--- src/design/necir_pkg.sv ---
`timescale 1ns / 1ps
// necir_pkg: shared constants and helpers for the nec ir frame decoder
// holds timing windows, register map and bit reversal; no dependencies

package necir_pkg;

  localparam int unsigned IntervalW = 16;
  localparam int unsigned FrameW    = 32;
  localparam int unsigned CountW    = 16;
  localparam int unsigned BitPosW   = 6;    // holds 0..FrameW
  localparam int unsigned ApbAddrW  = 3;
  localparam int unsigned ApbDataW  = 32;

  typedef logic [IntervalW-1:0] interval_t;
  typedef logic [FrameW-1:0]    frame_t;
  typedef logic [CountW-1:0]    count_t;
  typedef logic [BitPosW-1:0]   bit_pos_t;
  typedef logic [ApbAddrW-1:0]  apb_addr_t;
  typedef logic [ApbDataW-1:0]  apb_data_t;

  // register map
  localparam apb_addr_t REG_GAP_LIMIT = 3'd0;
  localparam interval_t GAP_LIMIT_RST = 16'd10000;

  // open timing windows, lo < d < hi, in microseconds
  localparam interval_t LEAD_LO    = 16'd8750;
  localparam interval_t LEAD_HI    = 16'd9250;
  localparam interval_t FSPACE_LO  = 16'd4250;
  localparam interval_t FSPACE_HI  = 16'd4750;
  localparam interval_t RSPACE_LO  = 16'd2000;
  localparam interval_t RSPACE_HI  = 16'd2500;
  localparam interval_t BURST_LO   = 16'd320;
  localparam interval_t BURST_HI   = 16'd812;
  localparam interval_t ONE_LO     = 16'd1437;
  localparam interval_t ONE_HI     = 16'd1937;
  localparam interval_t ZERO_LO    = 16'd312;
  localparam interval_t ZERO_HI    = 16'd812;

  localparam bit_pos_t  FRAME_BITS = bit_pos_t'(FrameW);
  localparam count_t    COUNT_MAX  = '1;

  localparam logic EVT_FULL   = 1'b0;
  localparam logic EVT_REPEAT = 1'b1;

  function automatic logic in_window(input interval_t d, input interval_t lo,
                                     input interval_t hi);
    in_window = (d > lo) && (d < hi);
  endfunction

  function automatic logic [7:0] rev8(input logic [7:0] v);
    logic [7:0] r;
    for (int i = 0; i < 8; i++) begin
      r[7-i] = v[i];
    end
    rev8 = r;
  endfunction

endpackage

--- src/design/nec_ir_frame_decoder_core.sv ---
`timescale 1ns / 1ps
// nec ir frame decoder: an accepted item goes through the input register and the decode step into the result register
// throughput one item per cycle; the single decode stage advances whenever the
// result register is empty or being taken, so a stalled result holds one item
// synchronous active-low reset: phase to lead burst wait, bit count, shift word,
// frame word, valid mark and repeat count to zero, gap limit to 10000 us
// depends on necir_pkg

module nec_ir_frame_decoder_core (
  input  logic                         clk,
  input  logic                         rst_n,
  // interval items from edge capture
  input  logic                         in_valid,
  output logic                         in_stall,
  input  necir_pkg::interval_t         in_interval_us,
  // decoded events
  output logic                         out_valid,
  input  logic                         out_stall,
  output logic                         out_event_kind,
  output necir_pkg::frame_t            out_frame_word,
  output logic [7:0]                   out_address_byte,
  output logic [7:0]                   out_command_byte,
  output necir_pkg::count_t            out_repeat_count,
  // apb-style configuration
  input  logic                         psel,
  input  logic                         penable,
  input  logic                         pwrite,
  input  necir_pkg::apb_addr_t         paddr,
  input  necir_pkg::apb_data_t         pwdata,
  output necir_pkg::apb_data_t         prdata,
  output logic                         pready
);

  import necir_pkg::*;

  // decoder phases
  localparam logic [2:0] PH_LEAD     = 3'd0;
  localparam logic [2:0] PH_SPACE    = 3'd1;
  localparam logic [2:0] PH_BITBURST = 3'd2;
  localparam logic [2:0] PH_BITSPACE = 3'd3;
  localparam logic [2:0] PH_REPBURST = 3'd4;
  localparam logic [2:0] PH_END_FULL = 3'd5;
  localparam logic [2:0] PH_END_REP  = 3'd6;
  localparam logic [2:0] PH_ERROR    = 3'd7;

  // configuration
  interval_t gap_limit_r;
  logic      cfg_wr;

  // input register
  logic      s1_valid_r;
  interval_t s1_interval_r;

  // decoder state
  logic [2:0] phase_r, phase_nxt;
  bit_pos_t   bit_pos_r, bit_pos_nxt;
  frame_t     shift_r, shift_nxt;
  frame_t     frame_r, frame_nxt;
  logic       valid_mark_r, valid_mark_nxt;
  count_t     rep_cnt_r, rep_cnt_nxt;

  // result register
  logic       out_valid_r;
  logic       out_kind_r;
  frame_t     out_frame_r;
  logic [7:0] out_addr_r;
  logic [7:0] out_cmd_r;
  count_t     out_cnt_r;

  logic advance;
  logic emit;
  logic emit_kind;

  // ------------------------------------------------------------------
  // configuration port, always ready, one register
  // ------------------------------------------------------------------
  assign pready = 1'b1;
  assign cfg_wr = psel && penable && pwrite && pready;

  always_comb begin
    prdata = '0;
    if (paddr == REG_GAP_LIMIT) begin
      prdata = apb_data_t'(gap_limit_r);
    end
  end

  always_ff @(posedge clk) begin
    if (!rst_n) begin
      gap_limit_r <= GAP_LIMIT_RST;
    end else if (cfg_wr && (paddr == REG_GAP_LIMIT)) begin
      gap_limit_r <= pwdata[IntervalW-1:0];
    end
  end

  // ------------------------------------------------------------------
  // handshake: the decode stage moves on when the result slot is free or
  // being emptied this cycle; the input register refills in the same cycle
  // ------------------------------------------------------------------
  assign advance  = s1_valid_r && (!out_valid_r || !out_stall);
  assign in_stall = s1_valid_r && !advance;

  always_ff @(posedge clk) begin
    if (!rst_n) begin
      s1_valid_r <= 1'b0;
    end else if (!in_stall) begin
      s1_valid_r <= in_valid;
    end
  end

  always_ff @(posedge clk) begin
    if (in_valid && !in_stall) begin
      s1_interval_r <= in_interval_us;
    end
  end

  // ------------------------------------------------------------------
  // decode step for the item held in the input register
  // ------------------------------------------------------------------
  always_comb begin
    phase_nxt      = phase_r;
    bit_pos_nxt    = bit_pos_r;
    shift_nxt      = shift_r;
    frame_nxt      = frame_r;
    valid_mark_nxt = valid_mark_r;
    rep_cnt_nxt    = rep_cnt_r;
    emit           = 1'b0;
    emit_kind      = EVT_FULL;

    if (s1_interval_r > gap_limit_r) begin
      // long silence: start over, keep the last frame for repeats
      phase_nxt = PH_LEAD;
    end else begin
      unique case (phase_r)
        PH_LEAD: begin
          if (in_window(s1_interval_r, LEAD_LO, LEAD_HI)) begin
            phase_nxt = PH_SPACE;
          end else begin
            phase_nxt      = PH_ERROR;
            valid_mark_nxt = 1'b0;
          end
        end
        PH_SPACE: begin
          if (in_window(s1_interval_r, FSPACE_LO, FSPACE_HI)) begin
            phase_nxt   = PH_BITBURST;
            bit_pos_nxt = '0;
            shift_nxt   = '0;
            rep_cnt_nxt = '0;
          end else if (in_window(s1_interval_r, RSPACE_LO, RSPACE_HI) && valid_mark_r) begin
            phase_nxt = PH_REPBURST;
          end else begin
            phase_nxt      = PH_ERROR;
            valid_mark_nxt = 1'b0;
          end
        end
        PH_BITBURST: begin
          if (!in_window(s1_interval_r, BURST_LO, BURST_HI)) begin
            phase_nxt      = PH_ERROR;
            valid_mark_nxt = 1'b0;
          end else if (bit_pos_r >= FRAME_BITS) begin
            // closing burst of a full frame
            phase_nxt      = PH_END_FULL;
            frame_nxt      = shift_r;
            valid_mark_nxt = 1'b1;
            emit           = 1'b1;
            emit_kind      = EVT_FULL;
          end else begin
            phase_nxt = PH_BITSPACE;
          end
        end
        PH_BITSPACE: begin
          if (in_window(s1_interval_r, ONE_LO, ONE_HI)) begin
            // msb first: bit n of the frame lands at position 31 - n
            if (bit_pos_r < FRAME_BITS) begin
              shift_nxt[~bit_pos_r[BitPosW-2:0]] = 1'b1;
            end
            bit_pos_nxt = bit_pos_r + bit_pos_t'(1);
            phase_nxt   = PH_BITBURST;
          end else if (in_window(s1_interval_r, ZERO_LO, ZERO_HI)) begin
            bit_pos_nxt = bit_pos_r + bit_pos_t'(1);
            phase_nxt   = PH_BITBURST;
          end else begin
            phase_nxt      = PH_ERROR;
            valid_mark_nxt = 1'b0;
          end
        end
        PH_REPBURST: begin
          if (!in_window(s1_interval_r, BURST_LO, BURST_HI)) begin
            phase_nxt      = PH_ERROR;
            valid_mark_nxt = 1'b0;
          end else begin
            phase_nxt = PH_END_REP;
            if (rep_cnt_r != COUNT_MAX) begin
              rep_cnt_nxt = rep_cnt_r + count_t'(1);
            end
            emit      = 1'b1;
            emit_kind = EVT_REPEAT;
          end
        end
        PH_END_FULL, PH_END_REP, PH_ERROR: begin
          // anything but a gap after a finished frame is an error
          phase_nxt      = PH_ERROR;
          valid_mark_nxt = 1'b0;
        end
        default: begin
          phase_nxt      = PH_ERROR;
          valid_mark_nxt = 1'b0;
        end
      endcase
    end
  end

  always_ff @(posedge clk) begin
    if (!rst_n) begin
      phase_r      <= PH_LEAD;
      bit_pos_r    <= '0;
      shift_r      <= '0;
      frame_r      <= '0;
      valid_mark_r <= 1'b0;
      rep_cnt_r    <= '0;
    end else if (advance) begin
      phase_r      <= phase_nxt;
      bit_pos_r    <= bit_pos_nxt;
      shift_r      <= shift_nxt;
      frame_r      <= frame_nxt;
      valid_mark_r <= valid_mark_nxt;
      rep_cnt_r    <= rep_cnt_nxt;
    end
  end

  // ------------------------------------------------------------------
  // result register
  // ------------------------------------------------------------------
  always_ff @(posedge clk) begin
    if (!rst_n) begin
      out_valid_r <= 1'b0;
    end else if (advance) begin
      out_valid_r <= emit;
    end else if (!out_stall) begin
      out_valid_r <= 1'b0;
    end
  end

  always_ff @(posedge clk) begin
    if (advance && emit) begin
      out_kind_r  <= emit_kind;
      out_frame_r <= frame_nxt;
      out_addr_r  <= rev8(frame_nxt[31:24]);
      out_cmd_r   <= rev8(frame_nxt[15:8]);
      out_cnt_r   <= rep_cnt_nxt;
    end
  end

  assign out_valid        = out_valid_r;
  assign out_event_kind   = out_kind_r;
  assign out_frame_word   = out_frame_r;
  assign out_address_byte = out_addr_r;
  assign out_command_byte = out_cmd_r;
  assign out_repeat_count = out_cnt_r;

  // ------------------------------------------------------------------
  // checks
  // ------------------------------------------------------------------
  a_bit_pos_range: assert property (@(posedge clk) disable iff (!rst_n)
    bit_pos_r <= FRAME_BITS)
    else $error("bit position beyond frame length");

  a_full_count_zero: assert property (@(posedge clk) disable iff (!rst_n)
    (out_valid_r && (out_kind_r == EVT_FULL)) |-> (out_cnt_r == '0))
    else $error("full frame result with nonzero repeat count");

  a_emit_sets_valid: assert property (@(posedge clk) disable iff (!rst_n)
    (advance && emit) |=> (valid_mark_r && out_valid_r))
    else $error("result issued without a valid frame mark");

  a_stall_holds_item: assert property (@(posedge clk) disable iff (!rst_n)
    in_stall |-> (s1_valid_r && out_valid_r && out_stall))
    else $error("input stalled with no blocked result");

  a_repeat_needs_mark: assert property (@(posedge clk) disable iff (!rst_n)
    (advance && (phase_r == PH_REPBURST)) |-> valid_mark_r)
    else $error("repeat burst reached without a valid frame");

endmodule
--- config.mk ---
export PLATFORM = sky130hd
export DESIGN_NAME = nec_ir_frame_decoder_core
export DESIGN_NICKNAME = d
export VERILOG_FILES = /design/src/design/necir_pkg.sv /design/src/design/nec_ir_frame_decoder_core.sv
export SDC_FILE = /design/constraint.sdc
export NUM_CORES = 1
export LEC_CHECK = 0
export BUFFER_PORTS_ARGS = -buffer_cell sky130_fd_sc_hd__clkbuf_2
export CAP_MARGIN = 20
export CORE_AREA = 2 2 178 145
export DETAILED_ROUTE_END_ITERATION = 6
export DIE_AREA = 0 0 180 147
export GPL_TIMING_DRIVEN = 0
export SLEW_MARGIN = 20
export SYNTH_ARGS = -nofsm -noshare
export SYNTH_HDL_FRONTEND = slang
export SYNTH_SLANG_ARGS = --single-unit
--- constraint.sdc ---
create_clock -name clk -period 7.95 [get_ports clk]
set_input_delay 2.385 -clock clk [delete_from_list [all_inputs] [get_ports clk]]
set_output_delay 2.385 -clock clk [all_outputs]
set_load 0.01 [all_outputs]
* Word level (Yosys, flattened, before mapping)
Cells that the tools add are included.
** Word-level totals
- Input bits :: 58
- Bits in registers :: 189
** Cells by class
- $lt $le $gt $ge :: 16
- Add/sub/neg operators :: 2
- Equal/unequal tests :: 20
- Reductions and logical operators :: 28
- Muxes and demuxes :: 46
- Bitwise gates (word level) :: 4
** Operators with widths (number)
- 32-bit two-way mux :: 7
- 16-bit two-way mux :: 5
- 32-bit one-hot mux with 2 select lines :: 1
- 16-bit by 11-bit > comparator with 1-bit output, second input constant :: 2
- 16-bit by 9-bit > comparator with 1-bit output, second input constant :: 2
- 32-bit bitwise OR :: 1
- 16-bit one-hot mux with 2 select lines :: 1
- 3-bit two-way mux :: 7
- 6-bit two-way mux :: 3
- 2-bit inequality test, second input constant :: 9
- 3-bit one-hot mux with 6 select lines :: 1
- 16-bit by 1-bit adder with 16-bit output, second input constant :: 1
- 16-bit by 13-bit > comparator with 1-bit output, second input constant :: 1
- 16-bit by 14-bit > comparator with 1-bit output, second input constant :: 1
- 16-bit > comparator :: 1
- 16-bit by 10-bit < comparator with 1-bit output, second input constant :: 1
- 16-bit by 11-bit < comparator with 1-bit output, second input constant :: 1
- 16-bit by 12-bit < comparator with 1-bit output, second input constant :: 1
- 16-bit by 13-bit < comparator with 1-bit output, second input constant :: 1
- 16-bit by 14-bit < comparator with 1-bit output, second input constant :: 1
- 1-bit two-way mux :: 16
- 16-bit inequality test, second input constant :: 1
- 1-bit logical AND :: 15
- 3-bit equality test, second input constant :: 4
- 25 further kinds :: 32

* Longest topological paths before layout
Gate-level depths: netlist of run 1.
- Depth after elaboration :: 9
- Mapped depth :: 10
- Gate-level depth less buffers :: 9

* Least setup slack after synthesis of run 1
No wires, ideal clock.
- Path type :: in2reg
- Start :: in out_stall
- End :: reg out_addr_r[0], in the netlist out_address_byte[0] (enable)
- Stages on the path :: 7
- Slack :: 1.635 ns
- Arrival :: 5.841 ns
- Setup time :: 0.474 ns
- Path buffers :: 1
- Required time :: 7.476 ns
- Cells stage by stage :: and2_1 -> nand2b_1 -> clkbuf_1 -> nor4_1 -> and3_1 -> nor2_1 -> a21oi_1
** Between the ends
- Longest elaborated chain between the ends :: 4
** RTL lines
- start: declaration :: RTL line nec_ir_frame_decoder_core.sv:18 : input logic out_stall,
- 1-bit zero test
- 1-bit logical OR :: RTL line nec_ir_frame_decoder_core.sv:99 : assign advance = s1_valid_r && (!out_valid_r || !out_stall);
- 1-bit logical AND :: RTL line nec_ir_frame_decoder_core.sv:99
- 1-bit logical AND :: RTL line nec_ir_frame_decoder_core.sv:244 : if (advance && emit) begin
- end signal: assignment :: RTL line nec_ir_frame_decoder_core.sv:247 : out_addr_r <= rev8(frame_nxt[31:24]);
- end: declaration :: RTL line nec_ir_frame_decoder_core.sv:66 : logic [7:0] out_addr_r;
No other way between the ends.
A chain may end at the register's enable or synchronous reset.

* Worst setup path in the final report of run 1
- Start :: in paddr[1]
- End :: out prdata[8]
** Between the ends
- Longest elaborated chain between the ends :: 2
** RTL lines
- start: declaration :: RTL line nec_ir_frame_decoder_core.sv:28 : input necir_pkg::apb_addr_t paddr,
- 3-bit zero test :: RTL line nec_ir_frame_decoder_core.sv:82 : if (paddr == REG_GAP_LIMIT) begin
- 16-bit two-way mux :: RTL line nec_ir_frame_decoder_core.sv:82
- end: declaration :: RTL line nec_ir_frame_decoder_core.sv:30 : output necir_pkg::apb_data_t prdata,
No other way between the ends.

==> results of run 1 <==
final cells by class:
type                            instances  area, um2  area share (%)
Multi-Input combinational cell        595       3916           37.95
Clock buffer                           21      471.7           4.571
Clock inverter                         10      128.9           1.249
Buffer                                 81      480.5           4.656
Sequential cell                       173       4114           39.87
Timing Repair Buffer                  126      674.4           6.536
Inverter                               34      127.6           1.237
Tap cell                              324      405.4           3.929
logic make-up after synthesis:
kind of cell | after synthesis
other | 2
buffers and inverters | 115
xor gates and xnor gates | 1
DFF | 173
and+or+nand+nor | 311
AOI/OAI and AO/OA | 174
muxes | 71
adders and majority gates | 21
routing by layer:
layer	part of all wire (%)	up-vias	wire, um
li1	-	3424	-
met1	51	3240	10700
met2	42	223	8874
met3	5.4	24	1124
met4	1.4	0	286
met5	0	-	0
state kept, by name (all words and copies together), names as in the netlist:
name and cells:
phase_r 3, frame_r 32, out_frame_word 31, out_event_kind 1
gap_limit_r 16, s1_interval_r 16, out_valid 1, bit_pos_r 6
rep_cnt_r 16, out_repeat_count 16, s1_valid_r 1, shift_r 32
valid_mark_r 1, out_address_byte 1
tightest hold or removal path, stage by stage (launching register included):
cell and delay [ps]:
dfxtp_1 320, nand2_1 50, a21oi_1 50
per-stage QoR:
| stage | hold slack [ps] | cell area, um2 |
|---|---|---|
| after detailed placement | 462.0 | 9718 |
| after CTS | 471.9 | 10320 |
| after global placement | 457.6 | 9646 |
| after floorplan | 444.7 | 8625 |
| final | 468.7 | 10320 |
| after global routing | 499.7 | 10320 |
synthesized netlist by cell type, types with 3 or more instances:
master     instances
a22oi_1            4
buf_2             12
nor4_1             7
buf_4             37
o21a_1             4
a211oi_1           4
a32o_1             4
clkbuf_1          28
mux2_2            32
nand2b_1           6
buf_6              3
and4_1             4
nor2b_1            5
nor2_1            95
nand2_1           80
and3_1             9
inv_1             34
a31oi_1           36
a311oi_1           3
nor4b_1            3
o2111ai_1          3
nor3_1            20
nand3_1           24
nand4_1           13
and2_1            22
o211ai_1           7
dfxtp_1          108
o21ai_0           18
edfxtp_1          65
nor4_2             3
mux2i_1           38
a31o_2             5
o22ai_1            6
a21oi_1           45
ha_1              21
worst max path at each step:
stage	from	to	slack, ps
after floorplan	out_stall	out_address_byte[0]$_DFFE_PP_	1630
after global placement	out_stall	out_frame_word[19]$_DFFE_PP_	-50
after detailed placement	paddr[1]	prdata[5]	1590
after CTS	paddr[1]	prdata[5]	1570
after global routing	paddr[1]	prdata[9]	1430
final	paddr[1]	prdata[8]	1620
report_power, final:
part           switching, W  leakage (nW)  internal [W]  total [W]
Sequential        0.0000121          1.51      0.000923   0.000935
Combinational     0.0000681          2.17     0.0000384   0.000106
Clock              0.000355         0.285      0.000494   0.000849
Total              0.000435          3.97       0.00146    0.00189
cell usage in the layout (no fill, tap or decap), types with 18 or more instances in the layout:
cell type,count
and2_1,22
clkbuf_16,18
clkbuf_2,123
mux2_2,32
inv_1,34
buf_4,37
edfxtp_1,65
ha_1,21
nand2_1,80
nor2_1,95
nor3_1,20
a31oi_1,36
o21ai_0,18
dfxtp_1,108
a21oi_1,44
nand3_1,24
mux2i_1,38
clkbuf_1,30
==> impl_metrics.yaml, run 1 <==
clock_tree:
  cts_resized: 0
  clock_tree.buffer_depth: 2
  clk_pin_slew_worst_paths_ps: 70
  postCtsHoldBufs: 0
  clock_sinks: 173
  h-tree-depth: 4
  numCtsBuffers: 17
  cts_root_buf: "clkbuf_16"
  postCtsSetupBuffers: 0
  cts_tree: "built"
  clkLatencyLatePin_ps: 430
place:
  dp_hpwl_um: 15360
  place_congestion: 0.8564
  preCtsSetupSlack_ps: 1585
  portBuffers: 123
  dpl.cell_count: 1333
timing:
  rsz0062_at_grt: "no"
  setup_viol: 0
  finalSetupTns_ps: 0
  setup_ws_ps: 1623
  tightest_slew_ps: 1050
  relSlewSlack_pct: 29.61
  skew_ps: 12.13
  hold_violations: 0
  slew_viol_final: 0
  fmax_mhz: 158.0
  fin_crit_ps: 6327
  period_share_pct: 79.59
setup_path:
  crit_type: "primary input to output port"
  cp_slowest_cell: "nor3_1"
  crit_family: "simple AND/OR/NAND/NOR gates"
  path_cells: "clkbuf_2 -> nor3_1 -> clkbuf_1 -> and2_1 -> clkbuf_2"
  arrival_ps: 3940
  required_ps: 5570
  cp-start-kind: "primary input"
  reg2reg_from: "s1_interval_r[11]$_DFFE_PP_"
  worstSetupEndpointType: "output port"
  worst-path-buf-inv: 3
  crit_path_max_incr_delay_ps: 760
  ff2ff_setup_slack_ps: 4620
  crit_cells: 5
  cp_common_cell: "clkbuf_2"
  r2r_cells: 8
  worst_r2r_endpoint: "out_address_byte[0]$_DFFE_PP_"
  cp_max_fo: 10
worst_hold_path:
  hp-class: "flip-flop to flip-flop"
  hp-start: "gap_limit_r[11]$_SDFFE_PN0P_"
  worstHoldPathCells: 2
  hold_end: "gap_limit_r[11]$_SDFFE_PN0P_"
status:
  outcome: "complete, no violations"
floorplan:
  initial_core_util_pct: 34.56
  die_area_mm2: 0.02646
  rows: 52
  die_y_um: 147
  io_pins: 158
  die_x_um: 180
  placeableCoreArea_mm2: 0.02479
logic_synthesis:
  synth_compound_area_share_pct: 14.65
  yosysTopAreaCell: "dfxtp_1"
  postSynthCellCount: 868
  synthSimpleGateAreaFrac_pct: 18.21
  ys_ff_latch: 173
  ys.flop_type: "dfxtp_1"
  synthesis.area_mm2: 0.008568
  syn_area_per_cell_um2: 9.871
  yosysSeqAreaShare_pct: 48.01
  ys_warn_count: 0
  netlist.area_leader.share_pct: 25.23
  synthArstFlopShare_pct: 0
  synth_edf_count: 65
  ys_types: 82
  muxShareOfSynthArea_pct: 8.776
  synth_top_family_by_area: "simple AND/OR/NAND/NOR gates"
  synth_xor_area_share_pct: 0.1022
  synthAdderAreaFrac_pct: 3.067
  yosys-top-cells-area: "dfxtp_1, edfxtp_1, mux2i_1, mux2_2, nor2_1"
final_layout:
  fillers: 2445
  final_cells: 1364
  utilization_pct: 41.63
  drive_gt1_share_pct: 26.06
  n_antenna_cell: 0
  nNetsFinal: 1107
  syn2layout_area_growth_pct: 20.43
drt:
  dr.pass1.iters: 5
  postRouteAntennaNets: 0
  drc: 0
  first_iter_violations: 610
  drt_wl_total_um: 20980
  post_drt_wl_per_cell_um: 15.38
  avgViaCountPerCell: 5.067
  via_count: 6911
power:
  leakage_nw: 3.971
  ir_worst_vdd_mv: 0.09821
  power_density_mw_per_mm2: 183.2
  power.total_w: 0.001890
global_routing:
  grtUsageMet3_pct: 2.776
  grt-ovfl-total: 0
  grtUsageMet2_pct: 23.01
  track_usage_pct: 15.83
  antenna_found_initial: 0
  grt_pass1_wl_um: 33820
  grt_pass1_vias: 6394
  grt_max_degree: 24
  busiest_layer: "met1"
  gr-usage-met1_pct: 23.75
job:
  cap_violations: 0
Power figures use the tool's default switching activity.
==> run 2, diff against run 1 <==
Settings changed: ABC_AREA from default to 1, CORE_AREA 2 2 178 145 to 2 2 187 152, DIE_AREA 0 0 180 147 to 0 0 189 154.
Clock period 7.95 ns to 5.8 ns, I/O delays scaled along.
==> impl_metrics.yaml, run 2 <==
status:
  outcome: "complete, no violations"
clock_tree:
  h-tree-depth: 4
  cts_resized: 0
  cts_tree: "built"
  postCtsSetupBuffers: 0
  clock_tree.buffer_depth: 2
  clock_sinks: 173
  clkLatencyLatePin_ps: 450
  cts_root_buf: "clkbuf_16"
  numCtsBuffers: 17
  postCtsHoldBufs: 0
  clk_pin_slew_worst_paths_ps: 80
timing:
  setup_viol: 0
  fin_crit_ps: 4490
  whs_ps: 453.9
  tightest_slew_ps: 672.1
  period_share_pct: 77.41
  rsz0062_at_grt: "no"
  relSlewSlack_pct: 55.19
  skew_ps: 13.44
  hold_violations: 0
  slew_viol_final: 0
  finalSetupTns_ps: 0
  fmax_mhz: 222.7
global_routing:
  grt_pass1_wl_um: 40820
  track_usage_pct: 17.57
  grt_pass1_vias: 7951
  antenna_found_initial: 0
  grt_max_degree: 26
  grt-ovfl-total: 0
power:
  power.total_w: 0.002780
  leakage_nw: 5.202
  ir_worst_vdd_mv: 0.2470
  power_density_mw_per_mm2: 249.2
logic_synthesis:
  yosys-top-cells-area: "dfxtp_1, edfxtp_1, nand2_1, nand3_1, nor2_1"
  synth_common_cells: "nand2_1, nor2_1, inv_1"
  synth_edf_count: 65
  synthesis.area_mm2: 0.009387
  yosysMostFrequentCell: "nand2_1"
  yosysTopAreaCell: "dfxtp_1"
  ys.flop_type: "dfxtp_1"
  postSynthCellCount: 1296
  yosysSeqAreaShare_pct: 43.83
  ys_types: 38
  netlist.area_leader.share_pct: 23.03
  synthArstFlopShare_pct: 0
  ys_ff_latch: 173
  syn_area_per_cell_um2: 7.243
  ys_warn_count: 0
drt:
  avgViaCountPerCell: 4.691
  postRouteAntennaNets: 0
  first_iter_violations: 694
  post_drt_wl_per_cell_um: 13.59
  dr.pass1.iters: 5
  drt_wl_total_um: 24890
  via_count: 8589
  drc: 0
final_layout:
  drive_gt1_share_pct: 17.52
  final_cell_mix: "nand2_1, nor2_1, inv_1"
  n_antenna_cell: 0
  final_common_cell: "nand2_1"
  final_cells: 1831
  fillers: 2801
  utilization_pct: 41.17
  syn2layout_area_growth_pct: 18.85
  nNetsFinal: 1533
setup_path:
  worstSetupEndpointType: "output port"
  required_ps: 4060
  worst_r2r_endpoint: "out_repeat_count[15]$_DFFE_PP_"
  cp_max_fo: 10
  ff2ff_setup_slack_ps: 2090
  crit_type: "primary input to output port"
  arrival_ps: 2750
  startpoint: "paddr[1]"
  reg2reg_from: "s1_interval_r[7]$_DFFE_PP_"
  cp-start-kind: "primary input"
  r2r_cells: 11
floorplan:
  rows: 54
  die_area_mm2: 0.02911
  die_x_um: 189
  io_pins: 158
  die_y_um: 154
  placeableCoreArea_mm2: 0.02709
  initial_core_util_pct: 34.64
place:
  portBuffers: 123
  place_congestion: 0.8950
  dpl.cell_count: 1799
  dp_hpwl_um: 18450
worst_hold_path:
  worstHoldPathCells: 2
  hp-class: "flip-flop to flip-flop"
  hp-start: "shift_r[14]$_SDFFE_PN0P_"
  hold_end: "shift_r[14]$_SDFFE_PN0P_"
job:
  cap_violations: 0
## run 2: critical path, stage by stage
cell,delay (ps)
clkbuf_2,80
nor3_1,220
inv_1,170
clkbuf_1,250
nor2_1,150
clkbuf_2,140
## run 2: how the worst max path moves through the flow
| stage | endpoint | slack (ps) |
|---|---|---|
| after floorplan | prdata[10] | 1590 |
| after global placement | out_frame_word[29]$_DFFE_PP_ | 560 |
| after detailed placement | prdata[10] | 1300 |
| after CTS | prdata[10] | 1300 |
| after global routing | prdata[14] | 1160 |
| final | prdata[10] | 1310 |
## run 2: stage by stage
stage          worst slack, ps  instance area (um2)
2_1_floorplan             1594                 9443
3_3_place_gp             558.8                10510
3_5_place_dp              1304                10540
4_1_cts                   1297                11160
5_1_grt                   1165                11160
6_report                  1310                11160
## run 2: cell type report
type                            count  area, um2  area share, %
Buffer                             79      501.7          4.498
Clock buffer                       18      450.4          4.038
Clock inverter                     14      163.9          1.469
Inverter                          177      666.9          5.978
Multi-Input combinational cell    882       4160          37.29
Sequential cell                   173       4114          36.88
Tap cell                          364      455.4          4.083
Timing Repair Buffer              124      643.1          5.765
## run 2: kinds of logic (layout without fill, tap and decap cells)
| logic type | Yosys count | count (layout) | share of synthesized area (%) |
|---|---|---|---|
| other cells | 2 | 17 | 0.08001 |
| fa+ha+maj | 21 | 21 | 2.799 |
| xor+xnor | 5 | 5 | 0.4665 |
| buf+inv | 256 | 412 | 12.45 |
| simple gates | 692 | 692 | 32.19 |
| compound gates | 147 | 147 | 8.185 |
| flops | 173 | 173 | 43.83 |
## run 2: power breakdown
| group | switching [W] | internal (W) |
|---|---|---|
| logic | 0.000177 | 0.0000951 |
| registers | 0.0000421 | 0.00129 |
| clock network | 0.000564 | 0.000605 |
## run 2: metal layers
layer  routed length [um]  track usage [%]
met1                12450            25.46
met3                 1298            2.899
met4                  415            5.469
met2                10720            26.62
met5                    0                0
==> run 3, diff against run 2 <==
Clock period 5.8 ns to 3.8 ns, I/O delays scaled along.
==> impl_metrics.yaml, run 3 (same netlist as run 2, synthesis figures left out) <==
setup_path:
  cp-start-kind: "flip-flop"
  required_ps: 3950
  r2r_cells: 11
  worstSetupEndpointType: "flip-flop"
  cp_common_cell: "nand2_1"
  path_cells: "ha_1 -> nand2_1 -> nor3_1 -> nand4_1 -> nand2_1 -> buf_2 -> inv_1 -> nor2_1 -> o21ai_0 -> inv_4 -> buf_16"
  crit_type: "flip-flop to flip-flop"
  crit_cells: 11
  cp_max_fo: 25
  arrival_ps: 3720
  crit_family: "buffers and inverters"
  worst-path-buf-inv: 4
  cp_slowest_cell: "edfxtp_1"
  crit_path_max_incr_delay_ps: 550
timing:
  period_share_pct: 93.87
  setup_ws_ps: 232.9
  rsz0062_at_grt: "no"
  hold_violations: 0
  skew_ps: 13.92
  fin_crit_ps: 3567
  relSlewSlack_pct: 55.57
  fmax_mhz: 280.3
  tightest_slew_ps: 666.4
  slew_viol_final: 0
  setup_viol: 0
final_layout:
  syn2layout_area_growth_pct: 18.87
  final_cells: 1831
  nNetsFinal: 1533
  n_antenna_cell: 0
  final_cell_mix: "nand2_1, nor2_1, inv_1"
  drive_gt1_share_pct: 17.52
  final_common_cell: "nand2_1"
power:
  power_density_mw_per_mm2: 380.5
  ir_worst_vdd_mv: 0.3775
  p_sw_w: 0.001200
  p_comb_share_pct: 9.8
  p_clk_share_pct: 42.2
  power.total_w: 0.004246
  leakage_nw: 5.201
  p_sw_share_pct: 28.26
  p_int_w: 0.003046
  seqPwrFrac_pct: 48.1
floorplan:
  die_area_mm2: 0.02911
  initial_core_util_pct: 34.64
  rows: 54
  io_pins: 158
  placeableCoreArea_mm2: 0.02709
  die_y_um: 154
  die_x_um: 189
place:
  portBuffers: 123
  dp_hpwl_um: 18450
  dpl.cell_count: 1799
  preCtsSetupSlack_ps: -66.62
  place_congestion: 0.8950
drt:
  postRouteAntennaNets: 0
  avgViaCountPerCell: 4.694
  via_count: 8595
  drc: 0
  drt_wl_total_um: 24860
  post_drt_wl_per_cell_um: 13.58
  dr.pass1.iters: 5
  first_iter_violations: 691
clock_tree:
  postCtsHoldBufs: 0
  postCtsSetupBuffers: 0
  clk_pin_slew_worst_paths_ps: 80
  cts_root_buf: "clkbuf_16"
  cts_resized: 0
  clock_sinks: 173
  clock_tree.buffer_depth: 2
  numCtsBuffers: 17
  clkLatencyLatePin_ps: 450
  cts_tree: "built"
  h-tree-depth: 4
global_routing:
  grt_pass1_vias: 7951
  grt_pass1_wl_um: 40820
  grt-ovfl-total: 0
  antenna_found_initial: 0
  grt_max_degree: 26
  track_usage_pct: 17.57
worst_hold_path:
  worstHoldPathCells: 2
  hp-class: "flip-flop to flip-flop"
job:
  cap_violations: 0
status:
  outcome: "complete, no violations"
[run 3: per-layer routing]
layer / track usage (%) / part of all wire (%) / vias to the layer above / wire length (um)
met1: 25.46 / 50 / 3915 / 12440
met4: 5.469 / 1.9 / 0 / 462
met2: 26.62 / 43 / 234 / 10680
li1: - / - / 4419 / -
met3: 2.899 / 5.1 / 27 / 1271
met5: 0 / 0 / - / 0
[run 3: per-stage QoR]
stage	utilization, %	hold slack [ps]	instance area (um2)	setup TNS, ps
after floorplan	-	429.9	9443	0
after global placement	38.81	437.8	10510	-40980
after detailed placement	38.91	442.4	10540	-1649
after CTS	41.17	455.1	11160	0
after global routing	41.18	465.0	11160	0
final	41.18	453.9	11160	0
[run 3: power groups by stage]
stage | clock (W) | sequential [W] | combinational (W)
final | 0.00179 | 0.00204 | 0.000415
after global routing | 0.00190 | 0.00205 | 0.000478
after detailed placement | 0 | 0.00208 | 0.000409
after floorplan | 0 | 0.00206 | 0.000302
after CTS | 0.00184 | 0.00204 | 0.000413
after global placement | 0 | 0.00208 | 0.000401
[run 3: worst paths after layout]
kind	from	end	slack [ps]
setup / recovery	s1_interval_r[7]$_DFFE_PP_	out_repeat_count[15]$_DFFE_PP_	230
setup reg to reg	s1_interval_r[7]$_DFFE_PP_	out_repeat_count[15]$_DFFE_PP_	230
hold reg to reg	shift_r[14]$_SDFFE_PN0P_	shift_r[14]$_SDFFE_PN0P_	450
hold / removal	shift_r[14]$_SDFFE_PN0P_	shift_r[14]$_SDFFE_PN0P_	450
[run 3: final cells by class]
type / count / area [um2]
fillers: 2802 / 15940
clock inverters: 14 / 163.9
clock buffers: 18 / 450.4
repair buffers: 124 / 643.1
inverters: 177 / 669.4
well taps: 364 / 455.4
plain buffers: 79 / 501.7
flip-flops and latches: 173 / 4114
multi-input cells: 882 / 4160
[run 3: worst register-to-register path, stage by stage (launching register included)]
cell      delay [ps]
edfxtp_1         550
ha_1             370
nand2_1           90
nor3_1           200
nand4_1          200
nand2_1          240
buf_2            340
inv_1            130
nor2_1           300
o21ai_0          250
inv_4            360
buf_16           230
